### src/assert_macros.svh
// Assertion helpers for the RTL. Clock and reset are the block's own.
`ifndef ASSERT_MACROS_SVH
`define ASSERT_MACROS_SVH

// Property holds on every clock edge outside reset.
`define ASSERT_CLK(label, prop, msg) \
  label: assert property (@(posedge clk_i) disable iff (!rst_ni) prop) else $error(msg);

// Condition never true on a clock edge outside reset.
`define ASSERT_NEVER(label, expr, msg) \
  label: assert property (@(posedge clk_i) disable iff (!rst_ni) !(expr)) else $error(msg);

`endif

### src/pbs_pkg.sv
`default_nettype none

package pbs_pkg;

  // Ring geometry. RING_BLOCKS and SUBS_PER_BLOCK are powers of two.
  localparam int RING_BLOCKS       = 4;
  localparam int SUBS_PER_BLOCK    = 4;
  localparam int PACKETS_PER_BLOCK = 64;

  localparam int SEQ_W      = 48;
  localparam int ENG_W      = 8;
  localparam int JUMP_W     = 16;
  localparam int RUN_W      = 8;
  localparam int MISS_W     = 32;
  localparam int CNT_W      = 11;
  localparam int IDX_OUT_W  = 4;
  localparam int CFG_DATA_W = 16;
  localparam int CFG_IDX_W  = 1;

  localparam int BLK_W       = $clog2(RING_BLOCKS);
  localparam int SUB_SH      = $clog2(SUBS_PER_BLOCK);
  localparam int SUB_W       = (SUBS_PER_BLOCK > 1) ? $clog2(SUBS_PER_BLOCK) : 1;
  localparam int FIRST_DEPTH = RING_BLOCKS * SUBS_PER_BLOCK;
  localparam int FIRST_AW    = $clog2(FIRST_DEPTH);

  localparam logic [CNT_W-1:0]  CNT_MAX    = {CNT_W{1'b1}};
  localparam logic [RUN_W-1:0]  RUN_MAX    = {RUN_W{1'b1}};
  localparam logic [JUMP_W-1:0] JUMP_RESET = JUMP_W'(64);
  localparam logic [RUN_W-1:0]  RUN_RESET  = RUN_W'(5);

  localparam logic [CFG_IDX_W-1:0] REG_MAX_JUMP    = CFG_IDX_W'(0);
  localparam logic [CFG_IDX_W-1:0] REG_MAX_BAD_RUN = CFG_IDX_W'(1);

  typedef enum logic [1:0] {
    KIND_DROP_ALIGN = 2'd0,
    KIND_DROP_SEQ   = 2'd1,
    KIND_PLACED     = 2'd2,
    KIND_FLUSH      = 2'd3
  } kind_e;

  typedef struct packed {
    logic [JUMP_W-1:0] max_count_jump;
    logic [RUN_W-1:0]  max_bad_run;
  } cfg_t;

  typedef struct packed {
    logic [SEQ_W-1:0] seq_count;
    logic [ENG_W-1:0] source_engine;
  } in_t;

  typedef struct packed {
    kind_e                kind;
    logic [IDX_OUT_W-1:0] block_index;
    logic [IDX_OUT_W-1:0] sub_block_index;
    logic [ENG_W-1:0]     engine_out;
    logic                 opened_block;
    logic                 opened_sub_block;
    logic                 block_complete;
    logic [SEQ_W-1:0]     first_count;
    logic [CNT_W-1:0]     flushed_packets;
    logic [MISS_W-1:0]    missed_total;
    logic                 resync;
    logic                 last;
  } out_t;

endpackage

`default_nettype wire

### src/pbs_ram.sv
`default_nettype none

module pbs_ram #(
  parameter int DEPTH = 4,
  parameter int WIDTH = 8,
  parameter int AW    = $clog2(DEPTH)
) (
  input  wire logic             clk_i,
  input  wire logic             we_i,
  input  wire logic [AW-1:0]    waddr_i,
  input  wire logic [WIDTH-1:0] wdata_i,
  input  wire logic             re_i,
  input  wire logic [AW-1:0]    raddr_i,
  output logic      [WIDTH-1:0] rdata_o
);

  logic [WIDTH-1:0] mem [DEPTH];
  logic [WIDTH-1:0] rdata_q;

  always_ff @(posedge clk_i) begin
    if (we_i) begin
      mem[waddr_i] <= wdata_i;
    end
  end

  // Read data holds until the next read.
  always_ff @(posedge clk_i) begin
    if (re_i) begin
      rdata_q <= mem[raddr_i];
    end
  end

  assign rdata_o = rdata_q;

endmodule

`default_nettype wire

### src/pbs_seq.sv
`default_nettype none
`include "assert_macros.svh"

module pbs_seq import pbs_pkg::*; (
  input  wire logic clk_i,
  input  wire logic rst_ni,
  input  wire cfg_t cfg_i,
  input  wire logic in_valid_i,
  output logic      in_ready_o,
  input  wire in_t  in_data_i,
  output logic      res_valid_o,
  input  wire logic res_ready_i,
  output out_t      res_o
);

  typedef enum logic [6:0] {
    S_IDLE   = 7'b0000001,
    S_EVAL   = 7'b0000010,
    S_FL_CHK = 7'b0000100,
    S_JUMP   = 7'b0001000,
    S_PLACE  = 7'b0010000,
    S_TAIL   = 7'b0100000,
    S_CPL_FL = 7'b1000000
  } state_e;

  state_e state_q, state_d;

  logic                   synced_q, synced_d;
  logic [SEQ_W-1:0]       start_q, start_d;
  logic [SEQ_W-1:0]       prior_q, prior_d;
  logic [RUN_W-1:0]       bad_run_q, bad_run_d;
  logic [BLK_W-1:0]       cur_blk_q, cur_blk_d;
  logic [MISS_W-1:0]      missed_q, missed_d;
  logic [BLK_W-1:0]       idx_q, idx_d;
  logic [RING_BLOCKS-1:0] cvalid_q, cvalid_d;
  logic [RING_BLOCKS-1:0][SUBS_PER_BLOCK-1:0] svalid_q, svalid_d;

  logic [SEQ_W-1:0] seq_q, seq_d;
  logic [ENG_W-1:0] eng_q, eng_d;
  logic [SEQ_W-1:0] diff_q, diff_d;
  logic [BLK_W-1:0] blk_q, blk_d;
  logic [SUB_W-1:0] sub_q, sub_d;
  logic             cp_q, cp_d;
  out_t             plc_q, plc_d;

  // Count memory and sub-block first-count memory
  logic                cnt_we, cnt_re;
  logic [BLK_W-1:0]    cnt_waddr, cnt_raddr;
  logic [CNT_W-1:0]    cnt_wdata, cnt_rdata;
  logic                first_we, first_re;
  logic [FIRST_AW-1:0] first_waddr, first_raddr;
  logic [SEQ_W-1:0]    first_rdata;

  pbs_ram #(.DEPTH(RING_BLOCKS), .WIDTH(CNT_W)) u_cnt_ram (
    .clk_i   (clk_i),
    .we_i    (cnt_we),
    .waddr_i (cnt_waddr),
    .wdata_i (cnt_wdata),
    .re_i    (cnt_re),
    .raddr_i (cnt_raddr),
    .rdata_o (cnt_rdata)
  );

  pbs_ram #(.DEPTH(FIRST_DEPTH), .WIDTH(SEQ_W)) u_first_ram (
    .clk_i   (clk_i),
    .we_i    (first_we),
    .waddr_i (first_waddr),
    .wdata_i (seq_q),
    .re_i    (first_re),
    .raddr_i (first_raddr),
    .rdata_o (first_rdata)
  );

  function automatic out_t flush_res(input logic [BLK_W-1:0] blk,
                                     input logic [CNT_W-1:0] got,
                                     input logic [MISS_W-1:0] miss,
                                     input logic lst);
    out_t r;
    r                 = '0;
    r.kind            = KIND_FLUSH;
    r.block_index     = IDX_OUT_W'(blk);
    r.flushed_packets = got;
    r.missed_total    = miss;
    r.last            = lst;
    return r;
  endfunction

  // Datapath terms
  logic [SEQ_W-1:0]    diff_now, offset;
  logic                aligned, far;
  logic [BLK_W-1:0]    blk_now, back;
  logic [SUB_W-1:0]    sub_now;
  logic [RUN_W-1:0]    bad_inc;
  logic                bad_over;
  logic [CNT_W-1:0]    got_idx, got_back, flush_got, cnt_cur, cnt_new;
  logic [MISS_W-1:0]   miss_next;
  logic                ob, os, cp;
  logic [SEQ_W-1:0]    fc;
  logic [FIRST_AW-1:0] ent;

  assign diff_now  = (seq_q >= prior_q) ? seq_q - prior_q : prior_q - seq_q;
  assign aligned   = (seq_q % SEQ_W'(SUBS_PER_BLOCK)) == '0;
  assign far       = diff_q > SEQ_W'(cfg_i.max_count_jump);
  assign offset    = seq_q - start_q;
  assign blk_now   = BLK_W'(offset >> SUB_SH);
  assign sub_now   = SUB_W'(offset % SEQ_W'(SUBS_PER_BLOCK));
  assign bad_inc   = (bad_run_q == RUN_MAX) ? bad_run_q : bad_run_q + RUN_W'(1);
  assign bad_over  = bad_inc > cfg_i.max_bad_run;
  assign back      = (blk_q >= BLK_W'(2)) ? blk_q - BLK_W'(2)
                                          : blk_q + BLK_W'(RING_BLOCKS - 2);
  assign got_idx   = cvalid_q[idx_q] ? cnt_rdata : '0;
  assign got_back  = (cp_q && cvalid_q[back]) ? cnt_rdata : '0;
  assign flush_got = (state_q == S_CPL_FL) ? got_back : got_idx;
  assign miss_next = missed_q + MISS_W'(PACKETS_PER_BLOCK) - MISS_W'(flush_got);

  assign ent     = FIRST_AW'(blk_q * SUBS_PER_BLOCK + sub_q);
  assign cnt_cur = cvalid_q[blk_q] ? cnt_rdata : '0;
  assign ob      = cnt_cur == '0;
  assign os      = ob || !svalid_q[blk_q][sub_q];
  assign cnt_new = (cnt_cur == CNT_MAX) ? cnt_cur : cnt_cur + CNT_W'(1);
  assign cp      = cnt_new == CNT_W'(PACKETS_PER_BLOCK);

  // Sub-block 0 count: this packet, zero for a freshly opened block or an unseen sub-block 0, or memory
  always_comb begin
    if (sub_q == '0 && os) begin
      fc = seq_q;
    end else if (ob || !svalid_q[blk_q][0]) begin
      fc = '0;
    end else begin
      fc = first_rdata;
    end
  end

  always_comb begin
    logic adv;
    adv         = 1'b0;
    state_d     = state_q;
    synced_d    = synced_q;
    start_d     = start_q;
    prior_d     = prior_q;
    bad_run_d   = bad_run_q;
    cur_blk_d   = cur_blk_q;
    missed_d    = missed_q;
    idx_d       = idx_q;
    cvalid_d    = cvalid_q;
    svalid_d    = svalid_q;
    seq_d       = seq_q;
    eng_d       = eng_q;
    diff_d      = diff_q;
    blk_d       = blk_q;
    sub_d       = sub_q;
    cp_d        = cp_q;
    plc_d       = plc_q;
    in_ready_o  = 1'b0;
    res_valid_o = 1'b0;
    res_o       = '0;
    cnt_we      = 1'b0;
    cnt_waddr   = blk_q;
    cnt_wdata   = cnt_new;
    cnt_re      = 1'b0;
    cnt_raddr   = idx_q;
    first_we    = 1'b0;
    first_waddr = ent;
    first_re    = 1'b0;
    first_raddr = FIRST_AW'(blk_now * SUBS_PER_BLOCK);

    unique case (state_q)
      S_IDLE: begin
        in_ready_o = 1'b1;
        if (in_valid_i) begin
          seq_d   = in_data_i.seq_count;
          eng_d   = in_data_i.source_engine;
          state_d = S_EVAL;
        end
      end

      S_EVAL: begin
        diff_d = diff_now;
        if (synced_q) begin
          state_d = S_JUMP;
        end else if (!aligned) begin
          res_valid_o        = 1'b1;
          res_o.kind         = KIND_DROP_ALIGN;
          res_o.engine_out   = eng_q;
          res_o.missed_total = missed_q;
          res_o.last         = 1'b1;
          if (res_ready_i) begin
            state_d = S_IDLE;
          end
        end else begin
          // Start the restart scan over the ring
          cnt_re    = 1'b1;
          cnt_raddr = '0;
          idx_d     = '0;
          state_d   = S_FL_CHK;
        end
      end

      S_FL_CHK: begin
        if (idx_q == cur_blk_q) begin
          cvalid_d[idx_q] = 1'b0;
          adv             = 1'b1;
        end else if (got_idx != '0) begin
          res_valid_o = 1'b1;
          res_o       = flush_res(idx_q, got_idx, miss_next, 1'b0);
          if (res_ready_i) begin
            missed_d        = miss_next;
            cvalid_d[idx_q] = 1'b0;
            adv             = 1'b1;
          end
        end else begin
          adv = 1'b1;
        end
        if (adv) begin
          if (idx_q == BLK_W'(RING_BLOCKS - 1)) begin
            start_d   = seq_q - (SEQ_W'(cur_blk_q) << SUB_SH);
            prior_d   = seq_q;
            bad_run_d = '0;
            synced_d  = 1'b1;
            diff_d    = '0;
            state_d   = S_JUMP;
          end else begin
            idx_d     = idx_q + BLK_W'(1);
            cnt_re    = 1'b1;
            cnt_raddr = idx_q + BLK_W'(1);
          end
        end
      end

      S_JUMP: begin
        if (far) begin
          res_valid_o        = 1'b1;
          res_o.kind         = KIND_DROP_SEQ;
          res_o.engine_out   = eng_q;
          res_o.missed_total = missed_q;
          res_o.resync       = bad_over;
          res_o.last         = 1'b1;
          if (res_ready_i) begin
            bad_run_d = bad_inc;
            if (bad_over) begin
              synced_d = 1'b0;
            end
            state_d = S_IDLE;
          end
        end else begin
          prior_d   = seq_q;
          bad_run_d = '0;
          blk_d     = blk_now;
          sub_d     = sub_now;
          cur_blk_d = blk_now;
          cnt_re    = 1'b1;
          cnt_raddr = blk_now;
          first_re  = 1'b1;
          state_d   = S_PLACE;
        end
      end

      S_PLACE: begin
        // Write back the count while fetching the block two places behind
        cnt_we          = 1'b1;
        cvalid_d[blk_q] = 1'b1;
        if (ob) begin
          svalid_d[blk_q] = '0;
        end
        svalid_d[blk_q][sub_q] = 1'b1;
        first_we               = os;
        plc_d                  = '0;
        plc_d.kind             = KIND_PLACED;
        plc_d.block_index      = IDX_OUT_W'(blk_q);
        plc_d.sub_block_index  = IDX_OUT_W'(sub_q);
        plc_d.engine_out       = eng_q;
        plc_d.opened_block     = ob;
        plc_d.opened_sub_block = os;
        plc_d.block_complete   = cp;
        plc_d.first_count      = cp ? fc : '0;
        plc_d.missed_total     = missed_q;
        cp_d                   = cp;
        cnt_re                 = 1'b1;
        cnt_raddr              = back;
        state_d                = S_TAIL;
      end

      S_TAIL: begin
        res_valid_o = 1'b1;
        res_o       = plc_q;
        res_o.last  = got_back == '0;
        if (res_ready_i) begin
          state_d = (got_back != '0) ? S_CPL_FL : S_IDLE;
        end
      end

      S_CPL_FL: begin
        res_valid_o = 1'b1;
        res_o       = flush_res(back, got_back, miss_next, 1'b1);
        if (res_ready_i) begin
          missed_d       = miss_next;
          cvalid_d[back] = 1'b0;
          state_d        = S_IDLE;
        end
      end

      default: begin
        state_d = S_IDLE;
      end
    endcase
  end

  always_ff @(posedge clk_i or negedge rst_ni) begin
    if (!rst_ni) begin
      state_q   <= S_IDLE;
      synced_q  <= 1'b0;
      start_q   <= '0;
      prior_q   <= '0;
      bad_run_q <= '0;
      cur_blk_q <= '0;
      missed_q  <= '0;
      idx_q     <= '0;
      cvalid_q  <= '0;
      svalid_q  <= '0;
    end else begin
      state_q   <= state_d;
      synced_q  <= synced_d;
      start_q   <= start_d;
      prior_q   <= prior_d;
      bad_run_q <= bad_run_d;
      cur_blk_q <= cur_blk_d;
      missed_q  <= missed_d;
      idx_q     <= idx_d;
      cvalid_q  <= cvalid_d;
      svalid_q  <= svalid_d;
    end
  end

  always_ff @(posedge clk_i) begin
    seq_q  <= seq_d;
    eng_q  <= eng_d;
    diff_q <= diff_d;
    blk_q  <= blk_d;
    sub_q  <= sub_d;
    cp_q   <= cp_d;
    plc_q  <= plc_d;
  end

  `ASSERT_CLK(a_cnt_ports_apart, (cnt_we && cnt_re) |-> (cnt_waddr != cnt_raddr), "count memory read and write hit the same entry")
  `ASSERT_CLK(a_place_synced, (res_valid_o && res_o.kind == KIND_PLACED) |-> synced_q, "placed packet while not synchronized")
  `ASSERT_CLK(a_resync_clears, (res_valid_o && res_ready_i && res_o.resync) |=> !synced_q, "resync transfer left block synchronized")
  `ASSERT_CLK(a_missed_hold, !(res_valid_o && res_ready_i && res_o.kind == KIND_FLUSH) |=> $stable(missed_q), "missed total moved without a flush transfer")
  `ASSERT_NEVER(a_idle_quiet, in_ready_o && res_valid_o, "result offered while taking a new item")

endmodule

`default_nettype wire

### src/packet_block_sequencer.sv
// Channel  Handshake                 Payload      Dir
// -------  ------------------------  -----------  ---
// in       in_valid_i / in_ready_o   in_data_i    in
// out      out_valid_o / out_ready_i out_data_o   out
// cfg      cfg_we_i                  cfg_index_i, cfg_data_i  in
//
// A placed packet passes accept, absolute jump, count memory read, count
// write-back with the lagging-block read, then the placed transfer.
// A drop is offered at the jump check, or at evaluation when unaligned; a
// completion flush adds a flush transfer, and a restart scans all RING_BLOCKS
// count entries, one per cycle while no flush transfer stalls, with its flush
// transfers taken inside the scan. One item is in flight.
// Reset clears per-entry valid bits at once; there is no clearing pass.
// A stalled output holds the result register and the sequencer waits on it.
`default_nettype none

module packet_block_sequencer import pbs_pkg::*; (
  input  wire logic                  clk_i,
  input  wire logic                  rst_ni,
  input  wire logic                  cfg_we_i,
  input  wire logic [CFG_IDX_W-1:0]  cfg_index_i,
  input  wire logic [CFG_DATA_W-1:0] cfg_data_i,
  input  wire logic                  in_valid_i,
  output logic                       in_ready_o,
  input  wire in_t                   in_data_i,
  output logic                       out_valid_o,
  input  wire logic                  out_ready_i,
  output out_t                       out_data_o
);

  cfg_t cfg_q;
  logic out_valid_q;
  out_t out_data_q;
  logic res_valid, res_ready;
  out_t res;

  always_ff @(posedge clk_i or negedge rst_ni) begin
    if (!rst_ni) begin
      cfg_q.max_count_jump <= JUMP_RESET;
      cfg_q.max_bad_run    <= RUN_RESET;
    end else if (cfg_we_i) begin
      unique case (cfg_index_i)
        REG_MAX_JUMP:    cfg_q.max_count_jump <= cfg_data_i;
        REG_MAX_BAD_RUN: cfg_q.max_bad_run    <= cfg_data_i[RUN_W-1:0];
        default: ;
      endcase
    end
  end

  pbs_seq u_seq (
    .clk_i       (clk_i),
    .rst_ni      (rst_ni),
    .cfg_i       (cfg_q),
    .in_valid_i  (in_valid_i),
    .in_ready_o  (in_ready_o),
    .in_data_i   (in_data_i),
    .res_valid_o (res_valid),
    .res_ready_i (res_ready),
    .res_o       (res)
  );

  // Output register: load when empty or draining this cycle
  assign res_ready = !out_valid_q || out_ready_i;

  always_ff @(posedge clk_i or negedge rst_ni) begin
    if (!rst_ni) begin
      out_valid_q <= 1'b0;
    end else if (res_ready) begin
      out_valid_q <= res_valid;
    end
  end

  always_ff @(posedge clk_i) begin
    if (res_ready && res_valid) begin
      out_data_q <= res;
    end
  end

  assign out_valid_o = out_valid_q;
  assign out_data_o  = out_data_q;

endmodule

`default_nettype wire

### config.mk
export PLATFORM = sky130hd
export DESIGN_NAME = packet_block_sequencer
export DESIGN_NICKNAME = d
export VERILOG_FILES = /design/src/pbs_pkg.sv /design/src/pbs_ram.sv /design/src/pbs_seq.sv /design/src/packet_block_sequencer.sv
export VERILOG_INCLUDE_DIRS = /design/src /design/src/src
export SDC_FILE = /design/constraint.sdc
export NUM_CORES = 1
export LEC_CHECK = 0
export BUFFER_PORTS_ARGS = -buffer_cell sky130_fd_sc_hd__clkbuf_2
export CORE_ASPECT_RATIO = 1.25
export CORE_MARGIN = 8
export CORE_UTILIZATION = 60
export CTS_BUF_LIST = sky130_fd_sc_hd__clkbuf_8
export DETAILED_ROUTE_END_ITERATION = 7
export PLACE_DENSITY_LB_ADDON = 0.1
export SYNTH_ARGS = -nofsm -noshare
export SYNTH_HDL_FRONTEND = slang
export SYNTH_HIERARCHICAL = 1
export SYNTH_SLANG_ARGS = --single-unit
### constraint.sdc
create_clock -name clk_i -period 20 [get_ports clk_i]
set_clock_uncertainty 0.05 [all_clocks]
set_input_delay 5 -clock clk_i [delete_from_list [all_inputs] [get_ports clk_i]]
set_output_delay 5 -clock clk_i [all_outputs]
set_load 0.02 [all_outputs]
==> run_results.csv <==
group,metric,value,unit
pwr,clock_power_share,32.8,%
timing,final-max-slew-violation-count,0,
critical_path,crit_fanout,5,
drt,wirelength,145000,um
timing,hold_violations,0,
logic_synthesis,avgSynthCellArea,15.2,um2
global_routing,grt_pass1_vias,35500,
status,status,"finished, final reports clean",
hold_path,min_to,"u_seq/plc_q[100]$_DFFE_PP_",
placement,placed_area,61000,um2
pwr,sw_frac_of_total,27.5,%
clocking,path_clk_slew,0.06,ns
pwr,p_leak,23.7,nW
clocking,postCtsSetupBuffers,0,
critical_path,cp.arrival,2.54,ns
drt,drcViolationCount,0,
placement,dp_cells,5227,
cells_and_area,finalInstanceArea,64700,um2
logic_synthesis,ys_seq_area_share,67.1,%
logic_synthesis,async_flop_share,11.1,%
cells_and_area,fill_cells,6929,
pwr,p_int,4.58,mW
critical_path,crit_required,14.95,ns
timing,min_period_over_period,38.0,%
critical_path,crit_type,"flop to primary output",
clocking,root_buffer,"clkbuf_8",
global_routing,grt_pass1_wl,216000,um
pwr,p_sw,1.74,mW
placement,port_buffers,193,
global_routing,grt_max_degree,193,
hold_path,hold_class,"flop to flop",
timing,finalSetupViolCount,0,
clocking,cts.hold.buffers_added,0,
critical_path,r2r-start,"u_seq/state_q[4]$_DFFE_PN0P_",
clocking,clockBufferDepth,3,
placement,place_congestion,0.929,
clocking,cts_buffers,196,
logic_synthesis,synth_cell_type_count,97,
clocking,htree_levels,4,
critical_path,r2r-end,"out_data_o[31]$_DFFE_PP_",
drt,wl_per_cell,26.0,um
cells_and_area,final_cells,5585,
logic_synthesis,netlist_instances,3864,
hold_path,hold_start,"u_seq/eng_q[4]$_DFFE_PP_",
placement,hpwl,86400,um
timing,max_freq,132,MHz
pwr,seqPwrFrac,52.7,%
die,floorplan.initialDensity,60.4,%
clocking,cts_resized,0,
timing,fin_crit,7.59,ns
logic_synthesis,synth-main-ff-cell,"edfxtp_1",
drt,firstDrtPassIters,6,
global_routing,antenna_found_initial,3,
critical_path,r2r_cells,19,
pwr,combPwrFrac,14.5,%
drt,ant_nets,0,
die,die_h,366,um
global_routing,grt_overflow_total,0,
flow_run,maxCapViolCount,0,
clocking,tritoncts,"done",
logic_synthesis,syn_area,58700,um2
hold_path,holdPathStages,0,
die,row_count,128,
cells_and_area,finish.utilization,66.6,%
die,dieArea,108000,um2
die,core_area,97200,um2
clocking,clock_latency,0.91,ns
cells_and_area,fin_nets,4375,
die,pin_count,194,
logic_synthesis,ys.warnings.count,6,
drt,via_per_inst,6.25,
timing,worst_pin_slew,1.19,ns
cells_and_area,area_growth,10.3,%
drt,drt_first_iter_violations,3196,
logic_synthesis,synth_seq_cells,1337,
die,die_x,296,um
cells_and_area,drive_gt1_share,19.4,%
cells_and_area,regArea,39400,um2
critical_path,start_kind,"flop",
drt,vias,34900,
pwr,powerDensity,97.6,nW/um2
critical_path,worst_setup_path_end_kind,"primary output",
pwr,ir_drop,0.0000776,V
cells_and_area,multi_input_area,17700,um2
timing,fin_setup_tns,0,ns
global_routing,gr-usage-all-layers,26.9,%
clocking,cts_sinks,1337,
timing,rsz0062_at_grt,"false",
logic_synthesis,synth_edf_count,1188,
critical_path,rrSetupSlack,13.72,ns
timing,slew_headroom,20.9,%
## state kept, by name, indices dropped and copies added (netlist names), 4 cells and up
signal                     flops
u_seq/prior_q                 48
u_seq/seq_q                   48
u_seq/u_first_ram/rdata_o     48
u_seq/u_first_ram/mem        768
u_seq/state_q                  7
u_seq/u_cnt_ram/rdata_o       11
u_seq/cvalid_q                 4
cfg_q                         24
u_seq/eng_q                    8
out_data_o                   114
u_seq/bad_run_q                8
u_seq/svalid_q                16
u_seq/diff_q                  48
u_seq/missed_q                32
u_seq/start_q                  4
u_seq/u_cnt_ram/mem           44
u_seq/plc_q                   95
## placed cells by master (no fill, tap or decap), types with 11 or more instances in the layout
cell	n
a211oi_1	14
a21o_1	59
a21oi_1	182
a222oi_1	11
a22o_1	22
a22oi_1	164
a31oi_1	13
and2_1	74
and3_1	11
buf_4	63
clkbuf_2	192
clkbuf_8	211
clkinv_1	35
clkinv_2	18
dfrtp_1	145
edfxtp_1	1188
ha_1	168
inv_1	278
mux2_2	30
mux2_4	11
mux2i_1	19
mux4_2	209
nand2_1	249
nand2b_1	27
nand3_1	26
nand4_1	42
nor2_1	168
nor2_4	14
nor2b_1	18
nor3_1	34
nor4_1	14
o211ai_1	17
o21a_1	19
o21ai_0	184
o21bai_1	28
o31ai_1	12
or3_1	19
xnor2_1	47
xor2_1	34
## worst max path at each step
stage / endpoint / depth (start not counted) / slack [ns] / from
after floorplan: u_seq/diff_q[0]$_SDFFCE_PP0P_ / 5 / 10.19 / out_ready_i
after global placement: u_seq/u_cnt_ram/rdata_o[10]$_DFFE_PP_ / 10 / 11.72 / out_ready_i
after detailed placement: u_seq/u_cnt_ram/rdata_o[10]$_DFFE_PP_ / 10 / 11.61 / out_ready_i
after CTS: in_ready_o / 5 / 12.34 / u_seq/state_q[4]$_DFFE_PN0P_
after global routing: in_ready_o / 5 / 12.23 / u_seq/state_q[4]$_DFFE_PN0P_
final: in_ready_o / 5 / 12.41 / u_seq/state_q[4]$_DFFE_PN0P_
## through the flow
step | hold slack [ns] | total power, mW | worst slack [ns]
after floorplan | 0.377 | 3.98 | 10.19
after global placement | 0.384 | 4.27 | 11.72
after detailed placement | 0.391 | 4.29 | 11.61
after CTS | 0.388 | 6.36 | 12.34
after global routing | 0.408 | 6.57 | 12.23
final | 0.399 | 6.32 | 12.41
## cells in the mapped netlist, types with 13 or more instances
cell	n	area, um2
clkbuf_1	94	353
inv_1	209	785
mux4_2	209	4710
mux2_2	30	338
a22o_1	22	193
edfxtp_1	1188	35700
nand2b_1	27	169
o21bai_1	28	210
nand3_1	26	130
ha_1	168	2100
nor3_1	39	195
o21ai_0	184	921
dfrtp_1	145	3630
nor2_1	182	683
o21a_1	19	143
a31oi_1	13	81.3
nor2b_1	22	138
a211oi_1	14	105
and2_1	77	482
a21oi_1	182	911
a22oi_1	164	1230
o31ai_1	13	97.6
nand4_1	42	263
buf_1	16	60.1
nand2_1	249	935
mux2i_1	19	190
xor2_1	34	298
xnor2_1	47	412
buf_4	32	240
buf_2	51	255
nor4_1	14	87.6
or3_1	19	119
a21o_1	59	443
o211ai_1	17	128
## cells by family (layout without fill, tap and decap cells)
family	count (synthesis)	after routing	synth area share [%]
DFF	1337	1337	67.1
AOI/OAI and AO/OA	827	827	9.31
and+or+nand+nor	766	766	6.36
buffers and inverters	410	822	3.01
muxes	270	270	9.25
adders and majority gates	172	172	3.72
xor gates and xnor gates	81	81	1.21
other	1	10	0.00639
## power by group through the flow
stage               registers, mW  clock network, mW  logic (mW)
floorplan                    3.38                  0       0.598
global placement             3.38                  0       0.888
detailed placement           3.39                  0       0.901
CTS                          3.33               2.12       0.903
global route                 3.34               2.24       0.996
finish                       3.33               2.07       0.917
## routing by layer
layer / vias up / global-route usage (%) / part of all wire [%]
met5: - / 0 / 0
met4: 0 / 9.19 / 3.1
met3: 295 / 4.88 / 7.3
met2: 1493 / 46.3 / 50
met1: 17600 / 34.5 / 39
li1: 15500 / - / -
## final cells by class
class | count | share of cell area (%)
diodes | 2 | 0.00773
clock buffers | 211 | 4.49
clock inverters | 145 | 1.28
inverters | 210 | 1.22
multi-input cells | 2124 | 27.4
flip-flops and latches | 1337 | 60.9
well taps | 1300 | 2.51
repair buffers | 256 | 2.23
## critical path, cell delays in order (launching register included)
cell      delay [ns]
dfrtp_1         0.40
or3_1           0.39
nor3_1          0.32
nand3b_1        0.19
inv_1           0.14
clkbuf_2        0.21
(Power assumes the default switching activity.)
